$ cat src/rtl/core/msbd_pkg.sv
// Types and constants shared by the multi-sender bit deserializer.
package msbd_pkg;

  localparam int SENDER_W = 22;
  localparam int BYTE_W   = 8;
  localparam int CNT_W    = 3;

  localparam logic [CNT_W-1:0]  CNT_LAST = 3'd7;
  localparam logic [BYTE_W-1:0] EOM_BYTE = 8'h00;

  typedef struct packed {
    logic [SENDER_W-1:0] sender_id;
    logic                bit_value;
  } in_t;

  typedef struct packed {
    logic [SENDER_W-1:0] out_sender;
    logic [BYTE_W-1:0]   data_byte;
    logic                end_of_message;
    logic                dropped;
  } out_t;

  typedef struct packed {
    logic valid;
    out_t data;
  } res_t;

endpackage

$ cat src/rtl/core/msbd_in_reg.sv
// Input register holding one request for the slot table.
module msbd_in_reg
  import msbd_pkg::*;
(
  input  logic clk,
  input  logic rst,
  input  logic in_valid,
  output logic in_ready,
  input  in_t  in_data,
  input  logic advance,
  output logic item_valid,
  output in_t  item
);

  logic valid;
  in_t  data;

  assign in_ready   = !valid || advance;
  assign item_valid = valid;
  assign item       = data;

  always_ff @(posedge clk) begin
    if (rst) begin
      valid <= 1'b0;
    end else if (in_ready) begin
      valid <= in_valid;
    end
  end

  always_ff @(posedge clk) begin
    if (in_ready && in_valid) begin
      data <= in_data;
    end
  end

endmodule

$ cat src/rtl/core/msbd_slot_table.sv
// Sender slot table: parallel lookup, bit packing and slot update.
module msbd_slot_table
  import msbd_pkg::*;
#(
  parameter int SLOTS = 8
) (
  input  logic clk,
  input  logic rst,
  input  logic item_valid,
  input  in_t  item,
  input  logic commit,
  output res_t result
);

  localparam int IDX_W = (SLOTS > 1) ? $clog2(SLOTS) : 1;

  logic [SLOTS-1:0]    slot_valid;
  logic [SENDER_W-1:0] slot_sender       [SLOTS];
  logic [BYTE_W-1:0]   slot_partial_byte [SLOTS];
  logic [CNT_W-1:0]    slot_bit_count    [SLOTS];

  logic              hit_found;
  logic              free_found;
  logic [IDX_W-1:0]  hit_idx;
  logic [IDX_W-1:0]  free_idx;
  logic [IDX_W-1:0]  sel_idx;
  logic              full;
  logic [BYTE_W-1:0] cur_byte;
  logic [CNT_W-1:0]  cur_cnt;
  logic [BYTE_W-1:0] new_byte;
  logic              last;

  always_comb begin
    hit_found  = 1'b0;
    free_found = 1'b0;
    hit_idx    = '0;
    free_idx   = '0;
    for (int k = SLOTS - 1; k >= 0; k--) begin
      if (slot_valid[k] && (slot_sender[k] == item.sender_id)) begin
        hit_found = 1'b1;
        hit_idx   = IDX_W'(k);
      end
      if (!slot_valid[k]) begin
        free_found = 1'b1;
        free_idx   = IDX_W'(k);
      end
    end
  end

  assign sel_idx  = hit_found ? hit_idx : free_idx;
  assign full     = !hit_found && !free_found;
  assign cur_byte = hit_found ? slot_partial_byte[sel_idx] : '0;
  assign cur_cnt  = hit_found ? slot_bit_count[sel_idx] : '0;
  assign new_byte = cur_byte | (BYTE_W'(item.bit_value) << cur_cnt);
  assign last     = (cur_cnt == CNT_LAST);

  always_comb begin
    result.valid               = item_valid && (full || last);
    result.data.out_sender     = item.sender_id;
    result.data.data_byte      = full ? '0 : new_byte;
    result.data.end_of_message = !full && (new_byte == EOM_BYTE);
    result.data.dropped        = full;
  end

  always_ff @(posedge clk) begin
    if (rst) begin
      slot_valid <= '0;
    end else if (commit && !full) begin
      slot_valid[sel_idx] <= !last || (new_byte != EOM_BYTE);
    end
  end

  always_ff @(posedge clk) begin
    if (commit && !full) begin
      slot_sender[sel_idx] <= item.sender_id;
      if (last) begin
        slot_partial_byte[sel_idx] <= '0;
        slot_bit_count[sel_idx]    <= '0;
      end else begin
        slot_partial_byte[sel_idx] <= new_byte;
        slot_bit_count[sel_idx]    <= cur_cnt + CNT_W'(1);
      end
    end
  end

endmodule

$ cat src/rtl/core/msbd_out_reg.sv
// Result register parting the slot table from the output channel.
module msbd_out_reg
  import msbd_pkg::*;
(
  input  logic clk,
  input  logic rst,
  input  out_t result,
  input  logic load,
  output logic free,
  output logic out_valid,
  input  logic out_ready,
  output out_t out_data
);

  logic valid;
  out_t data;

  assign free      = !valid || out_ready;
  assign out_valid = valid;
  assign out_data  = data;

  always_ff @(posedge clk) begin
    if (rst) begin
      valid <= 1'b0;
    end else if (load) begin
      valid <= 1'b1;
    end else if (out_ready) begin
      valid <= 1'b0;
    end
  end

  always_ff @(posedge clk) begin
    if (load) begin
      data <= result;
    end
  end

endmodule

$ cat src/rtl/core/multi_sender_bit_deserializer.sv
// Top level of the multi-sender bit deserializer.
//
//   channel | direction | payload | handshake
//   in      | input     | in_t    | in_valid / in_ready
//   out     | output    | out_t   | out_valid / out_ready
//
// One bit request is taken per cycle unless a stalled result holds it back;
// each result passes the input register and then the result register.
// The rate is set by the combinational slot lookup and registered update.
// Reset clears all slots at once; no clearing pass follows.
// A stalled result holds the input register only when the waiting bit
// produces a result of its own.
module multi_sender_bit_deserializer
  import msbd_pkg::*;
#(
  parameter int SLOTS = 8
) (
  input  logic clk,
  input  logic rst,
  input  logic in_valid,
  output logic in_ready,
  input  in_t  in_data,
  output logic out_valid,
  input  logic out_ready,
  output out_t out_data
);

  logic item_valid;
  in_t  item;
  res_t result;
  logic free;
  logic advance;

  assign advance = item_valid && (!result.valid || free);

  msbd_in_reg u_in_reg (
    .clk        (clk),
    .rst        (rst),
    .in_valid   (in_valid),
    .in_ready   (in_ready),
    .in_data    (in_data),
    .advance    (advance),
    .item_valid (item_valid),
    .item       (item)
  );

  msbd_slot_table #(
    .SLOTS (SLOTS)
  ) u_slot_table (
    .clk        (clk),
    .rst        (rst),
    .item_valid (item_valid),
    .item       (item),
    .commit     (advance),
    .result     (result)
  );

  msbd_out_reg u_out_reg (
    .clk       (clk),
    .rst       (rst),
    .result    (result.data),
    .load      (advance && result.valid),
    .free      (free),
    .out_valid (out_valid),
    .out_ready (out_ready),
    .out_data  (out_data)
  );

endmodule

$ cat config.mk
export PLATFORM = sky130hd
export DESIGN_NAME = multi_sender_bit_deserializer
export DESIGN_NICKNAME = d
export VERILOG_FILES = /design/src/rtl/core/msbd_pkg.sv /design/src/rtl/core/msbd_in_reg.sv /design/src/rtl/core/msbd_slot_table.sv /design/src/rtl/core/msbd_out_reg.sv /design/src/rtl/core/multi_sender_bit_deserializer.sv
export SDC_FILE = /design/constraint.sdc
export NUM_CORES = 1
export LEC_CHECK = 0
export ABC_CLOCK_PERIOD_IN_PS = 8600
export BUFFER_PORTS_ARGS = -buffer_cell sky130_fd_sc_hd__buf_2
export CELL_PAD_IN_SITES_DETAIL_PLACEMENT = 1
export CELL_PAD_IN_SITES_GLOBAL_PLACEMENT = 1
export CORE_MARGIN = 2
export CORE_UTILIZATION = 55
export DETAILED_ROUTE_END_ITERATION = 8
export PLACE_DENSITY = 0.81
export REMOVE_ABC_BUFFERS = 1
export SYNTH_ARGS = -nofsm -noshare
export SYNTH_HDL_FRONTEND = slang
export SYNTH_SLANG_ARGS = --single-unit
$ cat constraint.sdc
create_clock -name clk -period 8.6 [get_ports clk]
set_input_delay 1.72 -clock clk [delete_from_list [all_inputs] [get_ports clk]]
set_output_delay 1.72 -clock clk [all_outputs]
set_load 0.02 [all_outputs]
==> metrics.yaml, run 1 <==
synth.area.top_cells: "edfxtp_1, xor2_1, xnor2_1, nand4_1, nor2_1"
syn_avg_cell_area_um2: 14.4
status: "finished, violations left"
htree_levels: 2
chipHeight_um: 167
antenna_found_initial: 1
dpl.hpwl_um: 28900
grt_pass1_vias: 10447
track_usage_pct: 31.5
critPathKind: "reg2out"
required_ns: 6.88
worstPathCellList: "xnor2_2 -> nand4_1 -> or4_1 -> or3_1 -> a311oi_2 -> o21a_1 -> nand2_2 -> mux2_4 -> o2111ai_4 -> inv_2 -> ha_1 -> ha_1 -> o21ai_0 -> nand2b_1 -> buf_2"
ant_nets: 0
cts_resized: 0
cts_sinks: 329
worstMarginPinSlew_ns: 1.30
root_buffer: "clkbuf_16"
dieArea_um2: 28000
finalNetCount: 1139
async_reset_ff_share_pct: 0
layout-drive-gt1-share_pct: 16.2
clock_path_buffers: 3
fin_crit_ns: 7.56
synth.distinct_cells: 81
synth_top_cell_by_area: "edfxtp_1"
slowest_stage: "edfxtp_1"
tns_ns: 0
ys.flop_type: "edfxtp_1"
viasPerCell: 6.71
failed_checks: "DRC"
port_buffers: 60
drtIter0Drc: 1124
hold_buffers: 0
rsz0062_at_grt: "no"
synth_top_area_share_pct: 65.4
crit_fanout: 17
peakVddDrop_v: 0.000218
ys_seq_area_share_pct: 66.7
cp_common_cell: "ha_1"
min_path_type: "reg2reg"
num_vias: 9866
fmax_ghz: 0.132
routed_wl_um: 43700
setup_viol: 0
synthToLayoutAreaGrowth_pct: 12.7
yosys_register_bits: 329
core_area_um2: 26100
first_pass_iters: 7
synth-edff-count: 319
period_share_pct: 88.0
drc_errors: 3
grt_pass1_wl_um: 65600
fin_skew_ns: 0.0300
critPathCaptureType: "output pin"
max_cap_violations: 0
powerDensity_nw_per_um2: 211
wire_per_inst_um: 29.7
cts_tree: "yes"
synth_area_um2: 14700
leakagePower_nw: 5.48
grt_max_degree: 33
relSlewSlack_pct: 13.1
hold_violations: 0
yosysWarnings: 0
die_w_um: 167
slew_viol_final: 0
gp_congestion: 0.917
grt.overflow.total: 0
syn_inst: 1017
critPathLaunchType: "flop"
io_pins: 61
critPathArrivalTime_ns: 5.84
max_stage_delay_ns: 0.90
cts.clk_slew.worst_paths_ns: 0.06
start_util_pct: 56.1
num_rows: 59
post-cts-setup-buffers: 0
holdWs_ns: 0.523
cts-buffers-inserted: 36
clk_latency_ns: 0.54
==> path summary, 6_finish.rpt <==
kind | start | to | slack (ns) | depth (start not counted)
setup reg to reg | u_in_reg.item[18] | u_slot_table.slot_valid[0] | 1.87 | 18
setup / recovery | u_in_reg.item[18] | in_ready | 1.04 | 15
hold / removal | u_in_reg.item[2] | u_slot_table.slot_sender[3][1] | 0.52 | 0
hold reg to reg | u_in_reg.item[2] | u_slot_table.slot_sender[3][1] | 0.52 | 0
==> cells in the final DEF (no fill, tap or decap), drive strengths merged, types with 5 or more instances in the layout <==
| cell type | count |
|---|---|
| dfxtp | 10 |
| o211ai | 6 |
| nand3 | 14 |
| a21oi | 29 |
| or3 | 12 |
| nand2 | 30 |
| nor3 | 18 |
| nor2b | 9 |
| a311oi | 5 |
| a2111oi | 5 |
| and3 | 7 |
| nand4b | 5 |
| edfxtp | 319 |
| o21ai | 26 |
| nor4 | 34 |
| a221o | 11 |
| o221ai | 17 |
| clkbuf | 40 |
| mux2i | 8 |
| buf | 98 |
| xnor2 | 80 |
| inv | 22 |
| nor2 | 62 |
| a31oi | 13 |
| nand4 | 42 |
| nand2b | 6 |
| clkinv | 17 |
| or4 | 6 |
| nor4b | 6 |
| xor2 | 103 |
==> sequential cells by signal (all words and copies together) (netlist names) <==
register / count
u_slot_table.slot_sender: 176
u_slot_table.slot_partial_byte: 64
u_out_reg.out_data: 32
u_slot_table.slot_bit_count: 24
u_in_reg.item: 23
u_slot_table.slot_valid: 8
u_in_reg.item_valid: 1
u_out_reg.out_valid: 1
==> per-layer routing <==
metal	up-vias	part of all wire, %	global-route usage [%]
met1	5037	40	42.7
met3	106	9.4	6.45
met2	606	48	51.0
met5	-	0	0
met4	0	3.1	11.8
li1	4117	-	-
==> worst max-delay path: cells and delay by family, from the launching register on <==
family                     cells  cell delay, ns
DFF                            1            0.90
xor gates and xnor gates       1            0.20
adders and majority gates      2            0.49
buffers and inverters          2            0.30
muxes                          1            0.33
and+or+nand+nor                5            1.50
AOI/OAI and AO/OA              4            1.57
==> cell usage after synthesis, drive strengths merged, types with 7 or more instances <==
cell and n:
a31oi 13, o21ai 26, nand2 30, or3 12, dfxtp 10, mux2i 8, clkbuf 9, inv 20
xor2 103, nand3 14, edfxtp 319, and3 7, nor3 18, nand4 42, a21oi 29, a221o 11
buf 34, o221ai 17, xnor2 80, nor4 34, nor2 62, nor2b 9
==> area by class of cell <==
class                      count  area [µm²]
tap                          335         419
inverter                      20        75.1
clock buffer                  40         937
clock inverter                23         161
antenna                        1        2.50
fill                        2503        9620
timing repair buffer          98         586
multi-input combinational    625        4550
sequential                   329        9780
==> where the power goes <==
part           total (W)  internal [W]  switching (W)
Clock            0.00147      0.000843       0.000623
Sequential       0.00182       0.00178      0.0000390
Combinational   0.000196     0.0000646       0.000132
Total            0.00348       0.00269       0.000793
==> metrics by stage <==
stage               setup WS (ns)  instance area, µm²  util (%)  instances  power, W
finish                       1.04               16500      63.2       1471   0.00348
detailed placement           1.71               15400      59.0       1407   0.00204
floorplan                    2.74               14400         -        974   0.00195
global route                0.823               16500      63.2       1471   0.00356
CTS                          1.11               16500      63.2       1470   0.00349
global placement             1.87               15400      59.0       1407   0.00203
==> logic make-up after synthesis <==
kind of cell / synth area share [%]
compound gates: 8.05
xor+xnor: 11.3
fa+ha+maj: 0.171
buf+inv: 2.35
flops: 66.7
mux: 0.905
simple gates: 10.5
Note: power is estimated with default switching activity, not from simulation.
==> inputs of run 2 (changes only) <==
Settings changed: ABC_CLOCK_PERIOD_IN_PS 8600 to 8800, CTS_CLUSTER_DIAMETER set to 100, GPL_TIMING_DRIVEN set to 0.
Clock period 8.6 ns to 8.8 ns, I/O delays scaled along.
==> metrics.yaml, run 2 (synthesis results as in run 1) <==
cts_resized: 0  # unchanged
cts_sinks: 329  # unchanged
clk_latency_ns: 0.53  # about the same
port_buffers: 60  # unchanged
final_common_cell: "edfxtp_1"
r2r_setup_slack_ns: 1.36  # -0.51 ns
critPathCaptureType: "output pin"
grt_pass1_wl_um: 62400  # -4.9%
synthToLayoutAreaGrowth_pct: 12.3
die_w_um: 167  # unchanged
critPathLaunchType: "flop"
top_register: "u_slot_table.slot_sender"
tns_ns: 0  # unchanged
critPathKind: "reg2out"
hold_buffers: 0  # unchanged
wire_per_inst_um: 28.0  # -5.9%
worstMarginPinSlew_ns: 1.44  # +0.144 ns
chipHeight_um: 167  # unchanged
grt_pass1_vias: 10288  # -1.5%
first_pass_iters: 7  # unchanged
fin_skew_ns: 0.0323  # +0.00231 ns
fmax_ghz: 0.117
clock_path_buffers: 3  # unchanged
htree_levels: 2  # unchanged
slew_viol_final: 0  # unchanged
powerDensity_nw_per_um2: 210  # -0.37%
period_share_pct: 96.7
io_pins: 61  # unchanged
grt.overflow.total: 0  # unchanged
final_util_pct: 62.9  # -0.24 points
relSlewSlack_pct: 3.35  # -9.8 points
required_ns: 7.04  # +0.16 ns
setup_viol: 0  # unchanged
drc_errors: 3  # unchanged
ant_nets: 0  # unchanged
final_cell_mix: "edfxtp_1, xor2_1, xnor2_1, buf_2, nor2_1"
min_path_type: "reg2reg"
largest_reg_flops: 176  # unchanged
post-cts-setup-buffers: 0  # unchanged
max_cap_violations: 0  # unchanged
grt_max_degree: 33  # unchanged
layout-drive-gt1-share_pct: 15.1  # -1.1 points
cts_tree: "yes"
min_from: "u_slot_table.slot_valid[2]"
num_vias: 9518  # -3.5%
start_util_pct: 56.1  # unchanged
dieArea_um2: 28000  # unchanged
r2r-start: "u_in_reg.item[2]"
status: "finished, violations left"
track_usage_pct: 29.4  # -2.1 points
root_buffer: "clkbuf_16"
viasPerCell: 6.59  # -1.7%
hold_violations: 0  # unchanged
antenna_cells: 0  # -1
fin_crit_ns: 8.51
num_rows: 59  # unchanged
startpoint: "u_in_reg.item[2]"
dpl.hpwl_um: 25500  # -12%
leakagePower_nw: 5.39  # -1.6%
failed_checks: "DRC"
routed_wl_um: 40400  # -7.6%
drtIter0Drc: 1022  # -9.1%
peakVddDrop_v: 0.000229  # +5.0%
gp_congestion: 0.865  # -5.6%
rsz0062_at_grt: "no"
core_area_um2: 26100  # unchanged
cts-buffers-inserted: 36  # unchanged
antenna_found_initial: 0  # -1
cts.clk_slew.worst_paths_ns: 0.06  # about the same
finalNetCount: 1110  # -2.5%
critPathArrivalTime_ns: 6.75  # +0.91 ns
crit_fanout: 29  # +12
## run 2: layout make-up
cell class	count	area, µm²
clock buffers	41	941
multi-input cells	625	4570
fillers	2470	9680
clock inverters	25	230
repair buffers	69	429
flip-flops and latches	329	9780
well taps	335	419
inverters	20	75.1
## run 2: metal layers
layer	wire length, µm	part of all wire [%]	GRT usage (%)	vias up
met5	0	0	0	-
met4	1280	3.2	11.3	0
met3	3330	8.3	5.29	98
met2	20000	49	49.3	493
met1	15800	39	38.7	4865
li1	-	-	-	4062
## run 2: final timing paths
check                                      endpoint  cells past startpoint
setup / recovery                           in_ready                     14
hold / removal           u_slot_table.slot_valid[2]                      2
setup reg to reg  u_slot_table.slot_bit_count[0][1]                     14
hold reg to reg          u_slot_table.slot_valid[2]                      2
## run 2: power breakdown
group / internal [W] / switching [W] / total (W) / leakage [nW]
Sequential: 0.00174 / 0.0000802 / 0.00182 / 3.02
Clock: 0.000889 / 0.000613 / 0.00150 / 0.573
Combinational: 0.0000557 / 0.0000758 / 0.000132 / 1.80
Total: 0.00269 / 0.000769 / 0.00346 / 5.39
## run 2: metrics by stage
stage / area (µm²) / setup slack [ns] / cells / hold slack [ns] / power (W)
after floorplan: 14400 / 2.90 / 974 / 0.516 / 0.00191
after global placement: 15100 / 0.633 / 1369 / 0.565 / 0.00197
after detailed placement: 15300 / 0.945 / 1377 / 0.620 / 0.00198
after CTS: 16400 / 0.320 / 1443 / 0.630 / 0.00347
after global routing: 16400 / 0.0551 / 1444 / 0.656 / 0.00354
final: 16400 / 0.288 / 1444 / 0.637 / 0.00346
## run 2: worst max-delay path: stages, from the launching register on
cell       delay (ns)
edfxtp_1         1.13
xor2_1           0.26
nor4_1           0.36
nand2_1          0.11
or4_1            0.71
o211ai_1         0.31
o21a_1           1.11
nor2_1           0.07
a2111oi_1        0.45
a31oi_1          0.24
inv_1            0.37
ha_1             0.37
o21ai_0          0.26
nand2b_1         0.28
buf_2            0.19
==> inputs of run 3 (changes only) <==
Settings changed: ABC_CLOCK_PERIOD_IN_PS 8800 to 8300, CORE_UTILIZATION 55 to 52, PLACE_DENSITY 0.81 to 0.78.
Clock period 8.8 ns to 8.3 ns, I/O delays scaled along.
==> metrics.yaml, run 3 (synthesis results as in run 1) <==
start_util_pct: 52.7  # -3.3 points
hold_violations: 0  # unchanged
r2r_cells: 15  # +1
die_w_um: 172  # +2.8%
clock_path_buffers: 3  # unchanged
root_buffer: "clkbuf_16"
io_pins: 61  # unchanged
min_path_type: "reg2reg"
final_cell_mix: "edfxtp_1, xor2_1, xnor2_1, buf_2, nor2_1"
cts_tree: "yes"
track_usage_pct: 27.6  # -1.9 points
num_vias: 9722  # +2.1%
grtUsageMet3_pct: 4.30  # -0.99 points
dpl.hpwl_um: 25500  # -0.20%
leakagePower_nw: 5.67  # +5.2%
r2r-start: "u_in_reg.item[15]"
setup_viol: 0  # unchanged
startpoint: "u_in_reg.item[15]"
critPathKind: "reg2out"
peakVddDrop_v: 0.000256  # +12%
routed_wl_um: 41600  # +3.1%
setup_ws_ns: 0.224  # -0.0636 ns
powerDensity_nw_per_um2: 216  # +2.9%
total_power_w: 0.00367  # +6.2%
htree_levels: 2  # unchanged
slew_viol_final: 0  # unchanged
core_area_um2: 27800  # +6.3%
whs_path_depth: 0  # -2
cts_sinks: 329  # unchanged
crit_end: "in_ready"
num_rows: 61  # +3.4%
dieArea_um2: 29500  # +5.6%
clk_latency_ns: 0.52  # about the same
critPathCaptureType: "output pin"
largest_reg_flops: 176  # unchanged
antenna_cells: 0  # unchanged
top_register: "u_slot_table.slot_sender"
antenna_found_initial: 0  # unchanged
grt.met1_usage_pct: 36.2  # -2.5 points
worstReg2RegEnd: "u_slot_table.slot_partial_byte[2][6]"
wire_per_inst_um: 27.1  # -3.0%
drtIter0Drc: 920  # -10%
min_from: "u_in_reg.item[1]"
critPathLaunchType: "flop"
first_pass_iters: 6  # -1
fmax_ghz: 0.124
grt.overflow.total: 0  # unchanged
required_ns: 6.64  # -0.40 ns
ant_nets: 0  # unchanged
fin_skew_ns: 0.0147  # -0.0177 ns
grt_pass1_vias: 9908  # -3.7%
viasPerCell: 6.33  # -3.9%
critPathArrivalTime_ns: 6.42  # -0.33 ns
fin_crit_ns: 8.08
status: "finished clean"
holdWs_ns: 0.534  # -0.103 ns
final_area_um2: 17000  # +3.2%
relSlewSlack_pct: 2.35  # -1.0 points
r2r_setup_slack_ns: 0.97  # -0.39 ns
max_cap_violations: 0  # unchanged
top_usage_layer: "met2"
drc_errors: 0  # -3
preCtsSetupSlack_ns: 0.453  # -0.492 ns
period_share_pct: 97.3
cts-buffers-inserted: 36  # unchanged
gp_congestion: 0.888  # +2.6%
crit_fanout: 17  # -41%
worstMarginPinSlew_ns: 1.46  # +0.0149 ns
finalNetCount: 1158  # +4.3%
grt_use_met2_pct: 47.2  # -2.1 points
grt_max_degree: 33  # unchanged
chipHeight_um: 172  # +2.8%
final_common_cell: "edfxtp_1"
cts.clk_slew.worst_paths_ns: 0.06  # about the same
place_area_um2: 15300  # +0.31%
hold_buffers: 0  # unchanged
synthToLayoutAreaGrowth_pct: 15.9
grt_pass1_wl_um: 59800  # -4.1%
port_buffers: 60  # unchanged
layout-drive-gt1-share_pct: 18.7  # +3.5 points
run 3: cell count changes in the layout (fill, tap and decap cells not counted), sizes merged:
| cell | previous run | this run |
|---|---|---|
| clkinvlp | 2 | 1 |
| clkbuf | 41 | 43 |
| buf | 69 | 117 |
| inv | 23 | 22 |
| bufinv | 4 | 3 |
| clkinv | 16 | 17 |
run 3: critical path: stages (launching register included):
cell and delay, ns:
edfxtp_1 0.97, xnor2_1 0.27, nor4b_1 0.49, nand4_1 0.17, a2111oi_0 0.57, o21ai_0 0.33, a21o_1 0.28, nand2_1 0.51
a2111oi_1 0.11, a31oi_1 0.59, inv_1 0.35, ha_1 0.37, o21ai_0 0.47, nand2b_1 0.21, buf_2 0.18
run 3: timing repair:
action	CTS	global route
pin swaps	0	1
resized for setup	1	2
endpoints found under the setup margin	1	1
buffers inserted	0	49
run 3: per-stage QoR:
stage               util, %  setup TNS (ns)  instances
floorplan                 -               0        974
global placement       54.6          -0.579       1412
detailed placement     55.1               0       1420
CTS                    59.2               0       1486
global route           61.1        -0.00178       1535
finish                 61.1               0       1535
run 3: power by group:
group	internal [W]	total (W)	switching (W)
logic	0.0000919	0.000215	0.000124
registers	0.00185	0.00190	0.0000520
clock network	0.000912	0.00156	0.000646
total	0.00285	0.00367	0.000822
run 3: worst min path at each step:
stage / endpoint / slack (ns)
after floorplan: u_slot_table.slot_valid[3] / 0.52
after global placement: u_slot_table.slot_valid[2] / 0.57
after detailed placement: u_slot_table.slot_valid[1] / 0.59
after CTS: u_slot_table.slot_valid[1] / 0.60
after global routing: u_slot_table.slot_sender[2][0] / 0.54
final: u_slot_table.slot_sender[2][0] / 0.53
run 3: layout make-up:
class | count | area [µm²]
Fill cell | 2624 | 10800
Multi-Input combinational cell | 625 | 4570
Clock buffer | 43 | 948
Sequential cell | 329 | 9780
Clock inverter | 23 | 191
Inverter | 20 | 75.1
Timing Repair Buffer | 117 | 936
Tap cell | 378 | 473
run 3: layer usage:
metal	vias to the layer above	share of wire, %	routed length [µm]
met1	4971	39	16400
met3	90	7.9	3300
met2	498	50	20800
met5	-	0	0
met4	0	2.7	1140
li1	4163	-	-
